===== src/hdl/ncassign_pkg.sv =====
// ----------------------------------------------------------------------------
// ncassign_pkg: shared types and constants
// Field widths, item and status structs, opcode and sequencer encodings for
// the nearest centroid assignment block.
// ----------------------------------------------------------------------------
package ncassign_pkg;

    localparam int NUM_CLUSTERS = 8;
    localparam int CID_BITS     = $clog2(NUM_CLUSTERS);
    localparam int NUM_DIMS     = 1024;
    localparam int DIM_BITS     = $clog2(NUM_DIMS);
    localparam int VALUE_BITS   = 16;
    localparam int SQ_BITS      = 2 * VALUE_BITS + 1;
    localparam int SUM_BITS     = 48;
    localparam int CCOUNT_BITS  = 4;
    localparam int ADDR_BITS    = CID_BITS + DIM_BITS;
    localparam int STORE_DEPTH  = NUM_CLUSTERS * NUM_DIMS;
    localparam logic [CCOUNT_BITS-1:0] CCOUNT_RESET = CCOUNT_BITS'(NUM_CLUSTERS);

    typedef enum logic [0:0] {
        OPC_LOAD   = 1'b0,
        OPC_SAMPLE = 1'b1
    } t_opcode;

    typedef struct packed {
        t_opcode                        opcode;
        logic [CID_BITS-1:0]            centroid_index;
        logic [DIM_BITS-1:0]            dim_index;
        logic signed [VALUE_BITS-1:0]   value;
        logic                           is_last;
    } t_item;

    typedef struct packed {
        logic empty;
        logic full;
    } t_queue_stat;

    typedef enum logic [1:0] {
        BK_IDLE  = 2'd0,
        BK_READ  = 2'd1,
        BK_DRAIN = 2'd2
    } t_back_state;

endpackage


===== src/hdl/ncassign_front.sv =====
// ----------------------------------------------------------------------------
// ncassign_front: input acceptance and item queue
// Takes command beats while the queue has room and hands them to the back
// end in arrival order.
// ----------------------------------------------------------------------------
module ncassign_front #(
    parameter int QUEUE_DEPTH = 4
) (
    input  logic                      i_clk,
    input  logic                      i_rst_n,
    input  logic                      i_start,
    input  ncassign_pkg::t_item       i_item,
    output logic                      o_busy,
    output ncassign_pkg::t_item       o_item,
    output logic                      o_item_valid,
    input  logic                      i_pop,
    output ncassign_pkg::t_queue_stat o_stat
);
    import ncassign_pkg::*;

    localparam int PTR_BITS = (QUEUE_DEPTH > 1) ? $clog2(QUEUE_DEPTH) : 1;
    localparam int CNT_BITS = $clog2(QUEUE_DEPTH + 1);
    localparam logic [PTR_BITS-1:0] PTR_LAST = PTR_BITS'(QUEUE_DEPTH - 1);
    localparam logic [CNT_BITS-1:0] CNT_FULL = CNT_BITS'(QUEUE_DEPTH);

    t_item               r_queue [QUEUE_DEPTH];
    logic [PTR_BITS-1:0] r_wptr, n_wptr;
    logic [PTR_BITS-1:0] r_rptr, n_rptr;
    logic [CNT_BITS-1:0] r_count, n_count;
    logic                w_push;
    logic                w_pop;
    logic                w_full;
    logic                w_empty;

    assign w_full  = (r_count == CNT_FULL);
    assign w_empty = (r_count == '0);
    assign o_busy  = w_full || !i_rst_n;
    assign w_push  = i_start && !o_busy;
    assign w_pop   = i_pop && !w_empty;

    always_comb begin
        n_wptr  = r_wptr;
        n_rptr  = r_rptr;
        n_count = r_count;
        if (w_push) begin
            n_wptr = (r_wptr == PTR_LAST) ? '0 : r_wptr + 1'b1;
        end
        if (w_pop) begin
            n_rptr = (r_rptr == PTR_LAST) ? '0 : r_rptr + 1'b1;
        end
        priority if (w_push && !w_pop) begin
            n_count = r_count + 1'b1;
        end else if (w_pop && !w_push) begin
            n_count = r_count - 1'b1;
        end else begin
            n_count = r_count;
        end
    end

    always_ff @(posedge i_clk) begin
        if (!i_rst_n) begin
            r_wptr  <= '0;
            r_rptr  <= '0;
            r_count <= '0;
        end else begin
            r_wptr  <= n_wptr;
            r_rptr  <= n_rptr;
            r_count <= n_count;
        end
    end

    always_ff @(posedge i_clk) begin
        if (w_push) begin
            r_queue[r_wptr] <= i_item;
        end
    end

    assign o_item       = r_queue[r_rptr];
    assign o_item_valid = !w_empty;
    assign o_stat.empty = w_empty;
    assign o_stat.full  = w_full;

endmodule


===== config.mk =====
export PLATFORM = sky130hd
export DESIGN_NAME = ncassign_front
export DESIGN_NICKNAME = d
export VERILOG_FILES = /design/src/hdl/ncassign_pkg.sv /design/src/hdl/ncassign_front.sv
export SDC_FILE = /design/constraint.sdc
export NUM_CORES = 1
export LEC_CHECK = 0
export BUFFER_PORTS_ARGS = -buffer_cell sky130_fd_sc_hd__buf_2
export CORE_ASPECT_RATIO = 0.8
export CORE_MARGIN = 2
export CORE_UTILIZATION = 35
export CTS_CLUSTER_DIAMETER = 200
export DETAILED_ROUTE_END_ITERATION = 8
export SYNTH_ARGS = -nofsm -noshare
export SYNTH_HDL_FRONTEND = slang
export SYNTH_SLANG_ARGS = --single-unit
export TNS_END_PERCENT = 1

===== constraint.sdc =====
create_clock -name i_clk -period 5.48 [get_ports i_clk]
set_clock_uncertainty 0.2 [all_clocks]
set_input_delay 0.822 -clock i_clk [delete_from_list [all_inputs] [get_ports i_clk]]
set_output_delay 0.822 -clock i_clk [all_outputs]
set_load 0.01 [all_outputs]

==> run summary, run 1 <==
setup TNS: 0 ns
final hold violation count: 0
critical path type: register to output pin
FF+latch area: 3910 um^2
Initial Util: 36.3%
area share of the largest cell type after synthesis: 75.0%
routed length per instance: 17.7 um
vias in the first global route: 2,475
clock sinks: 133
Crit path max-delay family: flip-flops
R2R setup slack: 2.84 ns
Max Clock Freq: 0.307 GHz
R2R cell count: 7
FILL cells: 1,198
reg-to-reg critical path endpoint: r_count[2]
H-tree depth: 4
run status: finished clean
Antenna Violating Nets Remaining: 0
commonest cells after routing, fill and taps aside: edfxtp_1 (124), buf_2 (69), mux4_2 (31), clkbuf_16 (17), dfxtp_1 (7)
leak pwr: 0.00208 uW
chip height: 111 um
multi-input logic area: 982 um^2
worst ir drop on vdd: 0.210 mV
TritonCTS clock tree: built
total core area: 13,700 um^2
Hold Startpoint: r_wptr[1]
count of cell types in the netlist: 26
Total GRT Usage: 12.4%
area delta synth->final: 22.4%
# diodes: 0
num ports: 70
final setup margin: 2.23 ns
root buf cell: clkbuf_16
die area: 15,200 um^2
YS warnings: 0
post-DR vias/cell: 4.67
Power, Total: 2900 uW
worst flop-to-flop path startpoint: r_count[0]
Worst setup SP type: register
largest net degree at the start of global routing: 32
synthesis-stage register bit count: 133
Post-DP HPWL: 4960 um
post-synthesis sequential area ratio: 78.6%
cts bufs inserted: 17
Worst setup EP type: output pin
# resized after CTS: 0
worst hold margin: 0.313 ns
Synth Cell Area: 4960 um^2
Final period util: 59.4%
top post-synthesis cells by area: edfxtp_1 (75%), mux4_2 (14%), dfxtp_1 (3.6%)
RSZ-0062 raised after global routing: no
DRT Wirelength: 8600 um
global route overflow: 0
Worst Path Required: 4.46 ns
Remaining DRCs: 0
Placer Congestion: 0.663
CP bufs+invs: 2
share of cells above drive strength 1: 45.4%
pins over their slew limit: 0
Worst Path Arrival: 2.23 ns
Critical Path Fanout Max: 18
syn_area_per_cell: 23.1 um^2
Port Buffers: 69
Worst-path clk slew: 0.06 ns
commonest non-fill, non-tap cell in the layout: edfxtp_1
worst hold endpoint: r_wptr[1]
final setup vio count: 0
DR vias: 2,271
Synth Instances: 215
Synth area leader: edfxtp_1
relative max-transition margin: 39.2%
Clock Latency Late Sink: 0.40 ns
Post-CTS Setup Inserts: 0
initial DRC count: 90
worst min path class: register to register
Worst path slowest cell: dfxtp_2
pre-CTS WS: 2.46 ns
drt pass-1 iters: 4
initial antenna violation count: 0
first-pass GRT wire length: 13,500 um
Hold Path Depth: 2
maximum clock insertion buffer count: 2
Worst path max stage delay: 0.66 ns
die width: 137 um
Std-Cell Rows: 38
PD cells: 478 nW/um^2
crit-path cells: buf_4 > mux4_2 > buf_2
number of max-cap violations: 0
Tightest Pin Transition: 0.912 ns
cts hold-fix bufs: 0
Mapped Nets: 257
Period minus WS final: 3.25 ns
Nets: 336
-- how the worst max path moves through the flow --
| stage | to | slack, ns | cells past startpoint |
|---|---|---|---|
| after CTS | o_item[9] | 2.10 | 3 |
| after floorplan | r_count[2] | 2.57 | 9 |
| after global routing | o_item[4] | 2.02 | 3 |
| final | o_item[4] | 2.23 | 3 |
| after detailed placement | r_count[2] | 2.46 | 8 |
| after global placement | r_count[2] | 2.55 | 8 |
-- stage by stage --
stage / instance area [um^2] / utilization, % / instances
finish: 6080 / 44.4 / 486
global route: 6080 / 44.4 / 486
CTS: 6080 / 44.4 / 486
detailed placement: 5490 / 40.1 / 455
global placement: 5490 / 40.1 / 455
floorplan: 4960 / - / 215
-- worst reg2reg max path: cells and delay by family (launching register included) --
family                   cells  cell delay [ns]
XOR/XNOR                     1             0.17
AO/OA/AOI/OAI                2             0.71
adder cells (fa/ha/maj)      2             0.67
flip-flops                   1             0.36
buffers and inverters        1             0.06
AND/OR/NAND/NOR              1             0.40
-- Yosys cell counts --
library cell / number
nor2b_1: 1
buf_6: 1
o31ai_1: 1
or3b_1: 1
nand3_1: 1
clkbuf_1: 4
buf_4: 2
xor2_1: 1
dfxtp_1: 9
and3_1: 1
or3_1: 1
mux4_2: 31
xnor2_1: 1
fa_1: 1
nand2_1: 5
a21boi_0: 2
or3_2: 2
edfxtp_1: 124
or2_2: 1
buf_2: 3
ha_1: 6
and2_2: 4
mux2i_1: 3
inv_1: 6
and2_1: 1
o21ai_0: 2
-- sequential cells by signal, indices dropped and copies added, names as in the netlist, named ones only --
name / flops
r_count: 3
r_wptr: 2
r_queue: 124
r_rptr: 2
-- power breakdown --
part,switching (uW),leakage [uW],internal (uW),total [uW]
sequential,70.8,0.00120,1210,1280
combinational,245,0.000600,261,506
clock,402,0.000283,713,1110
-- metal layers --
layer	up-vias	global-route usage, %	wire [um]
met3	5	4.91	369
met4	0	4.33	68
met1	1164	15.7	3950
met2	57	19.2	4210
li1	1045	-	-
met5	-	0	0
-- final cells by class --
cell class	count	share of cell area (%)
clock inverter	12	2.55
inverter	6	0.371
sequential	133	64.3
timing repair buffer	70	5.81
clock buffer	19	7.12
tap	180	3.71
multi-input combinational	66	16.2
-- kinds of logic (layout without fill, tap and decap cells) --
| family | Yosys count | count (layout) | synth area share (%) |
|---|---|---|---|
| AOI/OAI and AO/OA | 5 | 5 | 0.655 |
| xor gates and xnor gates | 2 | 2 | 0.353 |
| adders and majority gates | 7 | 7 | 1.92 |
| buffers and inverters | 16 | 107 | 1.59 |
| DFF | 133 | 133 | 78.6 |
| muxes | 34 | 34 | 14.7 |
| and+or+nand+nor | 18 | 18 | 2.19 |
Note: power is estimated with default switching activity, not from simulation.
==> run 2, diff against run 1 <==
- clock period: 5.48 -> 2.9 ns (I/O delays scaled with it)
==> run summary, run 2 (same netlist as run 1, synthesis figures left out) <==
run status: finished clean (unchanged)
clock power share: 38.0% (was 38.4%)
Worst-path clk slew: 0.06 ns (about the same)
Port Buffers: 69 (unchanged)
biggest registers after layout: r_queue x124, r_count x3 (unchanged)
Max Clock Freq: 0.379 GHz
# resized after CTS: 0 (unchanged)
vias in the first global route: 2,536 (was 2,475)
global route overflow: 0 (unchanged)
pins over their slew limit: 0 (unchanged)
worst ir drop on vdd: 0.454 mV (was 0.210 mV)
Period minus WS final: 2.64 ns
post-DR vias/cell: 4.75 (was 4.67)
power share of the sequential group: 42.5% (was 44.2%)
cts bufs inserted: 17 (unchanged)
FILL cells: 1,171 (was 1,198)
root buf cell: clkbuf_16 (unchanged)
Inst Count DP: 461 (was 455)
relative max-transition margin: 64.2% (was 39.2%)
Worst Path Required: 3.03 ns (was 4.46 ns)
Tightest Pin Transition: 0.532 ns (was 0.912 ns)
setup TNS: 0 ns (unchanged)
commonest cells after routing, fill and taps aside: edfxtp_1 (124), buf_2 (69), mux4_2 (31), clkbuf_16 (17), dfxtp_1 (7) (unchanged)
Layout Utilization: 45.1% (was 44.4%)
RSZ-0062 raised after global routing: no (unchanged)
Largest Register: r_queue (unchanged)
initial antenna violation count: 1 (was 0)
worst setup path start: r_count[0]
die area: 15,200 um^2 (unchanged)
commonest non-fill, non-tap cell in the layout: edfxtp_1 (unchanged)
reg-to-reg critical path endpoint: r_count[2] (unchanged)
Nets: 342 (was 336)
Post-CTS Setup Inserts: 0 (unchanged)
Final period util: 91.0%
Non-Filler Instances: 492 (was 486)
Psw: 1390 uW (was 718 uW)
num ports: 70 (unchanged)
# diodes: 0 (unchanged)
Worst Path Arrival: 2.77 ns (was 2.23 ns)
Total GRT Usage: 12.6% (was 12.4%)
TritonCTS clock tree: built (unchanged)
area delta synth->final: 24.5% (was 22.4%)
Clock Latency Late Sink: 0.40 ns (about the same)
Critical Path Fanout Max: 5 (was 18)
PD cells: 898 nW/um^2 (was 478 nW/um^2)
R2R setup slack: 0.26 ns (was 2.84 ns)
number of max-cap violations: 0 (unchanged)
leak pwr: 0.00212 uW (was 0.00208 uW)
switching share of total power: 25.0% (was 24.7%)
R2R cell count: 7 (unchanged)
max reg flops: 124 (unchanged)
Std-Cell Rows: 38 (unchanged)
worst min path class: input port to register (was register to register)
Int Power: 4160 uW (was 2190 uW)
Initial Util: 36.3% (unchanged)
chip height: 111 um (unchanged)
maximum clock insertion buffer count: 2 (unchanged)
first-pass GRT wire length: 13,800 um (was 13,500 um)
share of cells above drive strength 1: 46.2% (was 45.4%)
Logic pwr share: 19.5% (was 17.4%)
total core area: 13,700 um^2 (unchanged)
CP endpoint: r_count[2] (was o_item[4])
final setup vio count: 0 (unchanged)
DRT Wirelength: 8890 um (was 8600 um)
DR vias: 2,336 (was 2,271)
die width: 137 um (unchanged)
worst hold margin: 0.0441 ns (was 0.313 ns)
largest net degree at the start of global routing: 26 (was 32)
routed length per instance: 18.1 um (was 17.7 um)
Placer Congestion: 0.655 (was 0.663)
H-tree depth: 4 (unchanged)
Antenna Violating Nets Remaining: 0 (unchanged)
critical path type: register to register (was register to output pin)
clock sinks: 133 (unchanged)
initial DRC count: 120 (was 90)
Remaining DRCs: 0 (unchanged)
Worst setup EP type: register (was output pin)
worst flop-to-flop path startpoint: r_count[0] (unchanged)
Post-DP HPWL: 5550 um (was 4960 um)
Worst setup SP type: register (unchanged)
final hold violation count: 0 (unchanged)
cts hold-fix bufs: 0 (unchanged)
drt pass-1 iters: 4 (unchanged)
==> run 2: changes by cell type in the layout (fill, tap and decap cells not counted), sizes merged <==
cell,change
inv,+1
clkinv,-1
clkinvlp,+1
buf,+6
clkbuf,-1
==> run 2: worst max-delay path: stages (launching register included) <==
cell	delay [ns]
dfxtp_1	0.36
o31ai_1	0.51
ha_1	0.29
inv_1	0.07
fa_1	0.38
xor2_1	0.18
or3_2	0.40
a21boi_0	0.17
==> run 2: cell type report <==
cell class              count  area (um^2)  share of cell area, %
inverters                   6         22.5                  0.364
well taps                 180          225                   3.64
repair buffers             76          460                   7.45
multi-input cells          66          982                   15.9
clock buffers              18          429                   6.94
flip-flops and latches    133         3910                   63.2
clock inverters            13          156                   2.53
==> run 2: stage by stage <==
step	total power, uW	setup WS (ns)	area [um^2]
after global placement	3490	0.330	5600
after global routing	5810	0.0983	6180
after floorplan	3120	0.378	4960
after detailed placement	3520	0.240	5600
final	5550	0.262	6180
after CTS	5640	0.239	6180
==> run 2: how the worst min path moves through the flow <==
stage	depth (start not counted)	start	slack, ns	endpoint
3_5_place_dp	2	r_wptr[1]	0.30	r_wptr[1]
2_1_floorplan	2	r_wptr[1]	0.27	r_wptr[1]
3_3_place_gp	2	r_wptr[1]	0.29	r_wptr[1]
4_1_cts	1	i_item[13]	0.03	r_queue[1][13]
6_report	1	i_item[14]	0.04	r_queue[1][14]
5_1_grt	1	i_item[14]	0.02	r_queue[0][14]
==> run 2: per-layer routing <==
layer | GRT usage (%) | vias up | wire, um
met1 | 15.2 | 1221 | 3880
met3 | 5.28 | 10 | 475
met4 | 3.92 | 2 | 75
li1 | - | 1054 | -
met2 | 20.4 | 49 | 4450
met5 | 0 | - | 13
==> run 2: power by group through the flow <==
stage / sequential [uW] / clock (uW) / combinational [uW]
5_1_grt: 2380 / 2240 / 1190
2_1_floorplan: 2380 / 0 / 737
3_5_place_dp: 2400 / 0 / 1120
4_1_cts: 2360 / 2160 / 1120
6_report: 2360 / 2110 / 1080
3_3_place_gp: 2390 / 0 / 1100
==> run 3, diff against run 2 <==
- CTS_CLUSTER_DIAMETER: 200 -> 30
- clock period: 2.9 -> 2.25 ns (I/O delays scaled with it)
==> run summary, run 3 (same netlist as run 1, synthesis figures left out) <==
run status: finished clean (unchanged)
RSZ-0062 raised after global routing: yes (was no)
PD cells: 1120 nW/um^2 (was 898 nW/um^2)
worst ir drop on vdd: 0.698 mV (was 0.454 mV)
final hold violation count: 0 (unchanged)
drt pass-1 iters: 4 (unchanged)
Largest Register: r_queue (unchanged)
Worst Path Arrival: 1.66 ns (was 2.77 ns)
relative max-transition margin: 76.9% (was 64.2%)
DR vias: 2,532 (was 2,336)
crit-path cells: buf_12 > mux4_2 > buf_6 (was o31ai_1 > ha_1 > inv_1 > fa_1 > xor2_1 > or3_2 > a21boi_0)
Tightest Pin Transition: 0.346 ns (was 0.532 ns)
Max Clock Freq: 0.455 GHz
clock sinks: 133 (unchanged)
Crit path max-delay family: multiplexers (was compound AO/OA/AOI/OAI gates)
Worst path slowest cell: mux4_2 (was o31ai_1)
pins over their slew limit: 0 (unchanged)
total core area: 13,700 um^2 (unchanged)
leak pwr: 0.00235 uW (was 0.00212 uW)
global route overflow: 0 (unchanged)
die width: 137 um (unchanged)
Initial Util: 36.3% (unchanged)
Post-DP HPWL: 5570 um (was 5550 um)
area delta synth->final: 35.5% (was 24.5%)
initial DRC count: 170 (was 120)
root buf cell: clkbuf_16 (unchanged)
Worst setup EP type: output pin (was register)
DRT Wirelength: 9420 um (was 8890 um)
num ports: 70 (unchanged)
final setup vio count: 0 (unchanged)
Worst path max stage delay: 0.54 ns (was 0.51 ns)
Critical Path Fanout Max: 13 (was 5)
# diodes: 0 (unchanged)
Inst Count DP: 468 (was 461)
initial antenna violation count: 0 (was 1)
Antenna Violating Nets Remaining: 0 (unchanged)
commonest non-fill, non-tap cell in the layout: edfxtp_1 (unchanged)
Placer Congestion: 0.655 (about the same)
Std-Cell Rows: 38 (unchanged)
worst min path class: input port to register (unchanged)
Layout Utilization: 49.1% (was 45.1%)
maximum clock insertion buffer count: 2 (unchanged)
Worst setup SP type: register (unchanged)
H-tree depth: 4 (unchanged)
routed length per instance: 17.7 um (was 18.1 um)
post-DR vias/cell: 4.76 (was 4.75)
worst hold margin: 0.124 ns (was 0.0441 ns)
max reg flops: 124 (unchanged)
pre-CTS WS: -0.00522 ns (was 0.240 ns)
Post-CTS Setup Inserts: 0 (unchanged)
chip height: 111 um (unchanged)
critical path type: register to output pin (was register to register)
Worst-path clk slew: 0.06 ns (about the same)
Remaining DRCs: 0 (unchanged)
Final period util: 97.8%
die area: 15,200 um^2 (unchanged)
share of cells above drive strength 1: 46.9% (was 46.2%)
vias in the first global route: 2,667 (was 2,536)
cts bufs inserted: 17 (unchanged)
Nets: 381 (was 342)
FILL cells: 1,147 (was 1,171)
Worst Path Required: 1.71 ns (was 3.03 ns)
commonest cells after routing, fill and taps aside: edfxtp_1 (124), buf_2 (56), mux4_2 (31), dlygate4sd3_1 (31), clkbuf_16 (18) (was edfxtp_1 (124), buf_2 (69), mux4_2 (31), clkbuf_16 (17), dfxtp_1 (7))
Period minus WS final: 2.20 ns
final setup margin: 0.0498 ns (was 0.262 ns)
Clock Latency Late Sink: 0.40 ns (about the same)
Non-Filler Instances: 532 (was 492)
CP bufs+invs: 2 (was 1)
TritonCTS clock tree: built (unchanged)
largest net degree at the start of global routing: 26 (unchanged)
Port Buffers: 69 (unchanged)
first-pass GRT wire length: 14,700 um (was 13,800 um)
number of max-cap violations: 0 (unchanged)
Total GRT Usage: 13.3% (was 12.6%)
biggest registers after layout: r_queue x124, r_count x3 (unchanged)
## run 3: path summary, 6_finish.rpt
check          endpoint        from  cells after the start  slack [ns]
min          r_count[0]     i_rst_n                      3        0.12
min reg2reg   r_wptr[1]   r_wptr[1]                      2        0.30
max reg2reg  r_count[2]  r_count[2]                      8        0.06
max          o_item[21]    register                      3        0.05
## run 3: final cells by class
cell class	count	area, um^2	area share [%]
Clock inverter	14	176	2.62
Inverter	6	22.5	0.335
Multi-Input combinational cell	66	1030	15.3
Sequential cell	133	3920	58.2
Clock buffer	18	429	6.38
Timing Repair Buffer	115	930	13.8
Tap cell	180	225	3.35
## run 3: worst reg2reg max path, stage by stage (launching register included)
cell and delay (ns):
dfxtp_4 0.36, or3b_4 0.24, and3_4 0.20, ha_4 0.14
inv_2 0.04, fa_2 0.34, xor2_1 0.16, or3_4 0.33
a21boi_2 0.12
## run 3: what timing repair did
item,in CTS,in global routing
pin swaps,0,1
hold buffers,31,0
endpoints found under the setup margin,14,32
cloned,0,1
hold endpoints to repair,124,0
resized for setup,4,19
## run 3: per-stage QoR
stage               area, um^2  TNS [ns]  total power [uW]
floorplan                 5000         0              4070
global placement          5670         0              4580
detailed placement        5670  -0.00522              4610
CTS                       6610   -0.0575              7520
global route              6730    -0.237              7940
finish                    6730         0              7570
## run 3: power by group
group	switching, uW	total, uW	internal [uW]
sequential	116	3080	2960
combinational	772	1700	926
clock	1030	2790	1750
## run 3: layer usage
layer	share of wire (%)	global-route usage, %
met1	45	17.2
met2	49	20.8
met3	5.1	4.91
met4	0.85	4.33
met5	0	0
